### src/rtl/fnvx_pkg.sv
`timescale 1ns / 1ps

package fnvx_pkg;

   localparam int DIGEST_BYTES = 32;
   localparam int CNT_W        = $clog2(DIGEST_BYTES);
   localparam int QUEUE_DEPTH  = 4;
   localparam int QPTR_W       = $clog2(QUEUE_DEPTH);
   localparam int QCNT_W       = $clog2(QUEUE_DEPTH + 1);

   localparam logic [63:0] FNV_BASIS = 64'hcbf29ce484222325;

   typedef enum logic [1:0] {
      OP_ABSORB        = 2'd0,
      OP_ABSORB_FINISH = 2'd1,
      OP_FINISH        = 2'd2,
      OP_RESERVED      = 2'd3
   } op_type;

   typedef struct packed {
      op_type      op;
      logic [7:0]  data;
   } req_word_type;

   typedef struct packed {
      logic [7:0]  out_byte;
      logic [4:0]  byte_index;
      logic        last;
   } rsp_word_type;

   typedef struct packed {
      logic        absorb;
      logic        finish;
      logic [7:0]  data;
   } cmd_type;

   // x * 0x100000001b3 mod 2^64, prime = 2^40 + 2^8 + 2^7 + 2^5 + 2^4 + 2^1 + 1
   function automatic logic [63:0] mul_prime(input logic [63:0] x);
      mul_prime = (x << 40) + (x << 8) + (x << 7) + (x << 5) + (x << 4) + (x << 1) + x;
   endfunction

endpackage

### src/rtl/fnvx_front.sv
`timescale 1ns / 1ps

module fnvx_front import fnvx_pkg::*; (
   input  logic         clock,
   input  logic         reset,
   input  logic         req_push,
   input  req_word_type req_word,
   output logic         req_full,
   output logic         cmd_valid,
   output cmd_type      cmd,
   input  logic         cmd_pop
);

   cmd_type             mem_ff [QUEUE_DEPTH];
   logic [QPTR_W-1:0]   wr_ptr_ff, wr_ptr_in;
   logic [QPTR_W-1:0]   rd_ptr_ff, rd_ptr_in;
   logic [QCNT_W-1:0]   count_ff, count_in;
   cmd_type             cmd_in;
   logic                keep;
   logic                push_fire;
   logic                write;
   logic                pop_fire;

   always_comb begin
      cmd_in.data = req_word.data;
      unique case (req_word.op)
         OP_ABSORB: begin
            cmd_in.absorb = 1'b1;
            cmd_in.finish = 1'b0;
            keep          = 1'b1;
         end
         OP_ABSORB_FINISH: begin
            cmd_in.absorb = 1'b1;
            cmd_in.finish = 1'b1;
            keep          = 1'b1;
         end
         OP_FINISH: begin
            cmd_in.absorb = 1'b0;
            cmd_in.finish = 1'b1;
            keep          = 1'b1;
         end
         default: begin
            cmd_in.absorb = 1'b0;
            cmd_in.finish = 1'b0;
            keep          = 1'b0;
         end
      endcase
   end

   assign req_full  = (count_ff == QCNT_W'(QUEUE_DEPTH));
   assign cmd_valid = (count_ff != '0);
   assign cmd       = mem_ff[rd_ptr_ff];
   assign push_fire = req_push && !req_full;
   assign write     = push_fire && keep;
   assign pop_fire  = cmd_pop && cmd_valid;

   always_comb begin
      wr_ptr_in = write    ? wr_ptr_ff + 1'b1 : wr_ptr_ff;
      rd_ptr_in = pop_fire ? rd_ptr_ff + 1'b1 : rd_ptr_ff;
      count_in  = count_ff;
      if (write && !pop_fire) begin
         count_in = count_ff + 1'b1;
      end else if (!write && pop_fire) begin
         count_in = count_ff - 1'b1;
      end
   end

   always_ff @(posedge clock) begin
      if (write) begin
         mem_ff[wr_ptr_ff] <= cmd_in;
      end
   end

   always_ff @(posedge clock) begin
      if (reset) begin
         wr_ptr_ff <= '0;
         rd_ptr_ff <= '0;
         count_ff  <= '0;
      end else begin
         wr_ptr_ff <= wr_ptr_in;
         rd_ptr_ff <= rd_ptr_in;
         count_ff  <= count_in;
      end
   end

   a_count_bound: assert property (@(posedge clock) disable iff (reset)
      count_ff <= QCNT_W'(QUEUE_DEPTH))
      else $error("queue count over depth");

   a_count_up: assert property (@(posedge clock) disable iff (reset)
      (write && !pop_fire) |=> count_ff == $past(count_ff) + 1'b1)
      else $error("queue count missed a write");

   a_reserved_drop: assert property (@(posedge clock) disable iff (reset)
      (push_fire && !keep && !pop_fire) |=> $stable(count_ff))
      else $error("reserved op entered queue");

endmodule

### src/rtl/fnvx_back.sv
`timescale 1ns / 1ps

module fnvx_back import fnvx_pkg::*; (
   input  logic         clock,
   input  logic         reset,
   input  logic         cmd_valid,
   input  cmd_type      cmd,
   output logic         cmd_pop,
   output logic         rsp_empty,
   output rsp_word_type rsp_word,
   input  logic         rsp_pop
);

   typedef enum logic [1:0] {
      ST_IDLE = 2'b01,
      ST_EMIT = 2'b10
   } state_type;

   state_type          state_ff, state_in;
   logic [63:0]        hash_ff, hash_in;
   logic [CNT_W-1:0]   cnt_ff, cnt_in;
   logic               out_valid_ff, out_valid_in;
   rsp_word_type       out_ff, out_in;
   logic               slot_free;
   logic               emit_fire;
   logic               emit_last;
   logic [7:0]         cur_byte;
   logic [63:0]        absorbed;

   assign slot_free = !out_valid_ff || rsp_pop;
   assign emit_last = (cnt_ff == CNT_W'(DIGEST_BYTES - 1));
   assign cur_byte  = hash_ff[8*cnt_ff[2:0] +: 8];
   assign absorbed  = mul_prime(hash_ff ^ {56'd0, cmd.data});

   always_comb begin
      state_in     = state_ff;
      hash_in      = hash_ff;
      cnt_in       = cnt_ff;
      out_in       = out_ff;
      out_valid_in = out_valid_ff && !rsp_pop;
      cmd_pop      = 1'b0;
      emit_fire    = 1'b0;
      unique case (state_ff)
         ST_IDLE: begin
            if (cmd_valid) begin
               cmd_pop = 1'b1;
               if (cmd.absorb) begin
                  hash_in = absorbed;
               end
               if (cmd.finish) begin
                  cnt_in   = '0;
                  state_in = ST_EMIT;
               end
            end
         end
         ST_EMIT: begin
            if (slot_free) begin
               emit_fire           = 1'b1;
               out_valid_in        = 1'b1;
               out_in.out_byte     = cur_byte;
               out_in.byte_index   = 5'(cnt_ff);
               out_in.last         = emit_last;
               if (emit_last) begin
                  hash_in  = FNV_BASIS;
                  cnt_in   = '0;
                  state_in = ST_IDLE;
               end else begin
                  hash_in = mul_prime(hash_ff) + {56'd0, cur_byte};
                  cnt_in  = cnt_ff + 1'b1;
               end
            end
         end
         default: begin
            state_in = ST_IDLE;
         end
      endcase
   end

   assign rsp_empty = !out_valid_ff;
   assign rsp_word  = out_ff;

   always_ff @(posedge clock) begin
      out_ff <= out_in;
   end

   always_ff @(posedge clock) begin
      if (reset) begin
         state_ff     <= ST_IDLE;
         hash_ff      <= FNV_BASIS;
         cnt_ff       <= '0;
         out_valid_ff <= 1'b0;
      end else begin
         state_ff     <= state_in;
         hash_ff      <= hash_in;
         cnt_ff       <= cnt_in;
         out_valid_ff <= out_valid_in;
      end
   end

   a_pop_idle: assert property (@(posedge clock) disable iff (reset)
      cmd_pop |-> state_ff == ST_IDLE)
      else $error("command taken during digest output");

   a_last_restart: assert property (@(posedge clock) disable iff (reset)
      (emit_fire && emit_last) |=> state_ff == ST_IDLE && hash_ff == FNV_BASIS)
      else $error("state not restored after last byte");

   a_cnt_step: assert property (@(posedge clock) disable iff (reset)
      (emit_fire && !emit_last) |=> cnt_ff == $past(cnt_ff) + 1'b1)
      else $error("digest counter skipped");

endmodule

### src/rtl/fnv1a64_hash_extend_256.sv
`timescale 1ns / 1ps
// First digest word: after the queue, back-end state register and output register.
// Throughput: one absorb word per cycle; a finish emits 32 words, one per cycle
// while the output slot is free. The back end holds off the queue while it emits.
// Reset is synchronous, active high: queue and output empty, state at offset basis.

module fnv1a64_hash_extend_256 import fnvx_pkg::*; (
   input  logic         clock,
   input  logic         reset,
   input  logic         req_push,
   input  req_word_type req_word,
   output logic         req_full,
   output logic         rsp_empty,
   output rsp_word_type rsp_word,
   input  logic         rsp_pop
);

   logic    cmd_valid;
   cmd_type cmd;
   logic    cmd_pop;

   fnvx_front u_front (
      .clock     (clock),
      .reset     (reset),
      .req_push  (req_push),
      .req_word  (req_word),
      .req_full  (req_full),
      .cmd_valid (cmd_valid),
      .cmd       (cmd),
      .cmd_pop   (cmd_pop)
   );

   fnvx_back u_back (
      .clock     (clock),
      .reset     (reset),
      .cmd_valid (cmd_valid),
      .cmd       (cmd),
      .cmd_pop   (cmd_pop),
      .rsp_empty (rsp_empty),
      .rsp_word  (rsp_word),
      .rsp_pop   (rsp_pop)
   );

endmodule
### config.mk
export PLATFORM = sky130hd
export DESIGN_NAME = fnv1a64_hash_extend_256
export DESIGN_NICKNAME = d
export VERILOG_FILES = /design/src/rtl/fnvx_pkg.sv /design/src/rtl/fnvx_front.sv /design/src/rtl/fnvx_back.sv /design/src/rtl/fnv1a64_hash_extend_256.sv
export SDC_FILE = /design/constraint.sdc
export NUM_CORES = 1
export LEC_CHECK = 0
export BUFFER_PORTS_ARGS = -buffer_cell sky130_fd_sc_hd__clkbuf_2
export CAP_MARGIN = 25
export CORE_MARGIN = 2
export CORE_UTILIZATION = 45
export CTS_CLUSTER_DIAMETER = 30
export DETAILED_ROUTE_END_ITERATION = 10
export HOLD_SLACK_MARGIN = 0.06
export PLACE_DENSITY = 0.66
export SYNTH_ARGS = -nofsm -noshare
export SYNTH_HDL_FRONTEND = slang
export SYNTH_SLANG_ARGS = --single-unit
### constraint.sdc
create_clock -name clock -period 10.5 [get_ports clock]
set_clock_uncertainty 0.05 [all_clocks]
set_input_delay 1.575 -clock clock [delete_from_list [all_inputs] [get_ports clock]]
set_output_delay 1.575 -clock clock [all_outputs]
set_load 0.01 [all_outputs]
* Word level (Yosys, flattened, before mapping)
Memories as Yosys holds them, arrays and structs flattened. A register that Yosys moved wholly into a read port is not among the register bits.
Cells that the tools add are included.
** Cells by class
- Add/subtract/negate cells :: 18
- Bitwise logic cells :: 1
- Reduce and logical (&&, ||, !) cells :: 21
- Equality and inequality tests :: 11
- Mux-type cells :: 27
- Shift operators :: 1
** Operator list (number)
- 64-bit adder :: 12
- 64-bit two-way mux :: 4
- 64-bit one-hot mux with 2 select lines :: 1
- 64-bit by 8-bit adder with 64-bit output :: 1
- 64-bit by 7-bit variable part select with 8-bit output :: 1
- 64-bit by 8-bit XOR with 64-bit output :: 1
- 5-bit two-way mux :: 4
- 2-bit two-way mux :: 6
- 4-bit AND reduction :: 3
- 5-bit one-hot mux with 2 select lines :: 1
- 1-bit two-way mux :: 7
- 1-bit logical AND :: 6
- 3-bit two-way mux :: 2
- 2-bit != test (second input constant) :: 3
- 2-bit one-hot mux with 3 select lines :: 1
- 5-bit by 1-bit adder with 5-bit output (second input constant) :: 1
- 5-bit equality test (second input constant) :: 1
- 1-bit logical NOT :: 5
- 2-bit by 1-bit adder with 2-bit output (second input constant) :: 2
- 2-bit by 1-bit equality test with 1-bit output (second input constant) :: 2
- 2-bit equality test (second input constant) :: 2
- 2-bit by 1-bit != test with 1-bit output (second input constant) :: 2
- 2-bit one-hot mux with 2 select lines :: 1
- 2-bit nonzero test :: 2
- 8 further kinds :: 8
** Word-level totals
- Logic and storage cells :: 90
- Memory bits (writable) :: 40
- Bits in registers :: 93
- Input port bits :: 14
- Memories kept :: 1
** Memory list
- u_front.mem_ff :: depth 4, width 10, rd ports 1, clocked after Yosys merged registers in 1, wr ports 1, line fnvx_front.sv:14 : cmd_type mem_ff [QUEUE_DEPTH];

* Depth between registers and ports, before layout
- Depth in word-level cells :: 10
- Depth in mapped cells :: 23
- Mapped depth without buffers :: 22

* Modules after synthesis
Synthesis repeated with hierarchy kept, for this count alone.
** Second synthesis, totals
- Cells, all modules :: 2299
- Area total of the unflattened synthesis :: 21728.3 µm²
** By module, submodules not included
- fnvx_back :: area an instance 19752.7 µm², seq. area each 1861.8 µm², times used 1, cells each 2194
- fnvx_front :: area an instance 1975.6 µm², seq. area each 1381.3 µm², times used 1, cells each 105

* Least setup slack after synthesis
OpenSTA, ideal clock, no wires.
- Path kind :: register to register
- From :: register (tool-made name)
- To :: register u_back.hash_ff[61]
- Setup time :: 0.079 ns
- Arrival :: 6.038 ns
- Cell stages (with the launch flop) :: 22
- Slack :: 4.333 ns
- Path through :: dfxtp_1 -> buf_2 -> mux4_2 -> xnor2_1 -> inv_1 -> fa_1 -> fa_1 -> inv_1 -> fa_1 -> inv_1 -> ha_1 -> ha_1 -> a21o_1 -> a21oi_2 -> a211oi_1 -> o311ai_2 -> a21oi_2 -> o31a_2 -> o21a_1 -> o21a_1 -> o31a_1 -> a211oi_2
** RTL lines
- to (signal assigned) :: line fnvx_back.sv:94 : hash_ff <= hash_in;
- to (decl) :: line fnvx_back.sv:20 : logic [63:0] hash_ff, hash_in;

==> reports/metrics.yaml <==
ff2ff_setup_slack_ns: 3.12
status: "finished, final reports clean"
synth_top_area_share: 0.3085
dr_total_vias: 16820
grt_pass1_wl_mm: 106.1
final-setup-viol-count: 0
path_clk_slew_ns: 0.06
setup_tns_ns: 0
num_rows: 79
first_pass_iters: 5
synth_area_um2: 21090
synth_top_flop_cell: "dfxtp_1"
viasPerCell: 5.954
start_kind: "flip-flop"
fmax_mhz: 135.5
r2r_end: "u_back.hash_ff[63]"
io_pins: 30
core_um2: 46360
cts_tree: "done"
cts_root_buffer: "clkbuf_16"
grt_pass1_vias: 17500
dieArea_um2: 48610
seq_area_um2: 3243
antenna_found_initial: 2
n_antenna_cell: 0
wl_mm: 68.35
num-fill-cells: 4304
layout-drive-gt1-share: 0.06087
cts_resized: 0
slew_viol_final: 0
die_y_um: 220.5
gp_congestion: 1.001
syn_inst: 2234
syn_avg_cell_area_um2: 9.440
die_w_um: 220.5
netlist_top_cells_area: "fa_1, ha_1, inv_1"
synth_top_area_cell: "fa_1"
worst_pin_slew_ns: 0.9899
yosys_register_bits: 135
grt-ovfl-total: 0
worst_setup_path_end_kind: "flip-flop"
rsz0062_at_grt: "no"
seq_area_frac_synth: 0.1538
grt_max_degree: 52
cts.sinks: 135
synth_cell_types: 93
synth-warning-count: 0
initial_core_util: 0.4549
hpwlAfterDp_mm: 55.37
postRouteAntennaNets: 0
cts_hold_buf: 0
fin_crit_sh: 0.7027
slew_headroom: 0.3361
io_buffers: 29
worst_skew_pair.late_latency_ns: 0.49
cap_violations: 0
multi_input_area_um2: 15720
synth_nets: 2743
rr_worst_depth: 19
drcViolationCount: 0
cts_buffers: 17
critPathKind: "reg2reg"
wl_per_cell_um: 24.20
drt_iter0_drc: 1682
htree_levels: 4
min_path_cells: 0
crit_arrival_ns: 7.72
clock_path_buffers: 2
synthToLayoutAreaGrowth_pct: 5.666
required_ns: 10.84
cts_setup_buffers: 0
grtUsageTotal: 0.2969
fin_crit_ns: 7.378
worstHoldStart: "u_back.cnt_ff[4]"
worst-path-max-fanout: 10
hold_viol_final: 0
min_path_type: "reg2reg"
final_net_count: 2714
synth-edff-count: 54
synthArstFlopShare: 0
min_to: "u_back.rsp_word[5]"
-- synthesized netlist by cell type, types with 5 or more instances --
| library cell | count |
|---|---|
| mux2i_1 | 10 |
| a221o_1 | 5 |
| xnor2_1 | 77 |
| nand2_1 | 99 |
| dfxtp_1 | 81 |
| a221oi_1 | 27 |
| a21o_1 | 48 |
| o211ai_1 | 10 |
| nand4_1 | 22 |
| a311oi_1 | 5 |
| and2_1 | 18 |
| a21oi_2 | 7 |
| inv_1 | 471 |
| nor2b_1 | 7 |
| a211o_1 | 14 |
| o211a_1 | 6 |
| o21a_1 | 20 |
| a21oi_1 | 140 |
| o21bai_1 | 14 |
| nor4_1 | 6 |
| clkbuf_1 | 63 |
| xor2_1 | 34 |
| mux4_2 | 26 |
| nor3b_1 | 7 |
| fa_1 | 325 |
| o22ai_1 | 6 |
| ha_1 | 170 |
| buf_2 | 17 |
| nand3_1 | 29 |
| edfxtp_1 | 54 |
| a211oi_1 | 44 |
| and3_1 | 16 |
| and4_1 | 5 |
| nor2_1 | 103 |
| a31oi_1 | 14 |
| nor3_1 | 32 |
| o21ai_0 | 70 |
| a21boi_0 | 5 |
| o21ai_1 | 18 |
| nand2b_1 | 7 |
| o221ai_1 | 10 |
-- layer usage --
layer  vias up  global-route usage  share of wire
met5         -                   0        0.00019
met1      8507              0.3956           0.41
met2       719              0.4807           0.47
li1       7428                   -              -
met3       163             0.05704          0.083
met4         2              0.1112          0.037
-- flip-flops by register name, indices dropped and copies added (netlist names), named ones only --
signal	count
u_back.cnt_ff	5
u_back.rsp_word	14
u_back.hash_ff	64
u_front.count_ff	3
u_front.mem_ff	40
u_back.out_valid_ff	1
u_front.wr_ptr_ff	2
u_front.rd_ptr_ff	2
u_back.state_ff	2
-- cell families after synthesis --
group | count (synthesis) | synth area share
DFF | 135 | 0.1538
and+or+nand+nor | 370 | 0.08514
xor gates and xnor gates | 111 | 0.04610
buffers and inverters | 563 | 0.1028
muxes | 38 | 0.03358
AOI/OAI and AO/OA | 520 | 0.1683
adders and majority gates | 497 | 0.4103
-- placed cells by master (no fill, tap or decap), drive strengths merged, types with 6 or more instances in the layout --
master	synthesis	layout
nor2	103	103
o221ai	10	10
nor2b	7	7
inv	471	473
clkinv	2	7
and3	16	16
xnor2	77	77
and2	18	18
nor4	7	7
a31oi	15	15
o211a	6	6
mux2i	10	10
a21boi	8	8
o22ai	6	6
o211ai	10	10
fa	325	325
o21ai	89	89
nand2b	7	7
a221oi	28	28
nand3	31	31
a211o	14	14
buf	27	13
nand4	22	22
dfxtp	81	81
a211oi	45	45
xor2	34	34
a21o	48	48
nand2	99	99
o21bai	14	14
a21oi	147	147
edfxtp	54	54
o21a	20	20
nor3b	7	7
mux4	26	26
nor3	32	32
ha	170	170
clkbuf	63	50
-- worst max path at each step --
| stage | depth (start not counted) | endpoint | slack [ns] | startpoint |
|---|---|---|---|---|
| after global routing | 19 | u_back.hash_ff[63] | 2.70 | flip-flop |
| after floorplan | 21 | u_back.hash_ff[61] | 4.33 | flip-flop |
| after global placement | 19 | u_back.hash_ff[61] | 3.27 | flip-flop |
| after CTS | 19 | u_back.hash_ff[61] | 3.12 | flip-flop |
| final | 19 | u_back.hash_ff[63] | 3.12 | flip-flop |
| after detailed placement | 19 | u_back.hash_ff[61] | 3.14 | flip-flop |
-- critical path, stage by stage (launching register included) --
cell and delay, ns:
dfxtp_1 0.75, mux4_2 0.61, xnor2_1 0.54, inv_1 0.37
fa_1 0.57, inv_1 0.05, fa_1 0.53, fa_1 0.46
fa_1 0.50, inv_1 0.04, ha_1 0.43, a21oi_1 0.38
o21ai_1 0.23, a2111oi_2 0.40, nor2_1 0.16, o31a_2 0.40
o31ai_2 0.28, o21a_1 0.21, xor2_1 0.09, a211oi_1 0.22
-- area by class of cell --
| class | instances | share of cell area |
|---|---|---|
| well taps | 607 | 0.03408 |
| multi-input cells | 1536 | 0.7053 |
| clock inverters | 11 | 0.004604 |
| clock buffers | 21 | 0.01976 |
| repair buffers | 42 | 0.01101 |
| inverters | 473 | 0.07967 |
| flip-flops and latches | 135 | 0.1455 |
-- per-stage QoR --
step | utilization | worst slack [ns] | cells | cell area [um^2] | hold WS [ns]
2_1_floorplan | - | 4.333 | 2234 | 21090 | 0.3786
4_1_cts | 0.4805 | 3.117 | 2824 | 22280 | 0.4153
5_1_grt | 0.4807 | 2.702 | 2825 | 22280 | 0.4528
6_report | 0.4807 | 3.122 | 2825 | 22280 | 0.4135
3_3_place_gp | 0.4688 | 3.265 | 2792 | 21730 | 0.3908
3_5_place_dp | 0.4688 | 3.144 | 2792 | 21730 | 0.4008
Power is not shown: default switching activity piles up to over one toggle a cycle in this logic, so the estimate is an artifact.
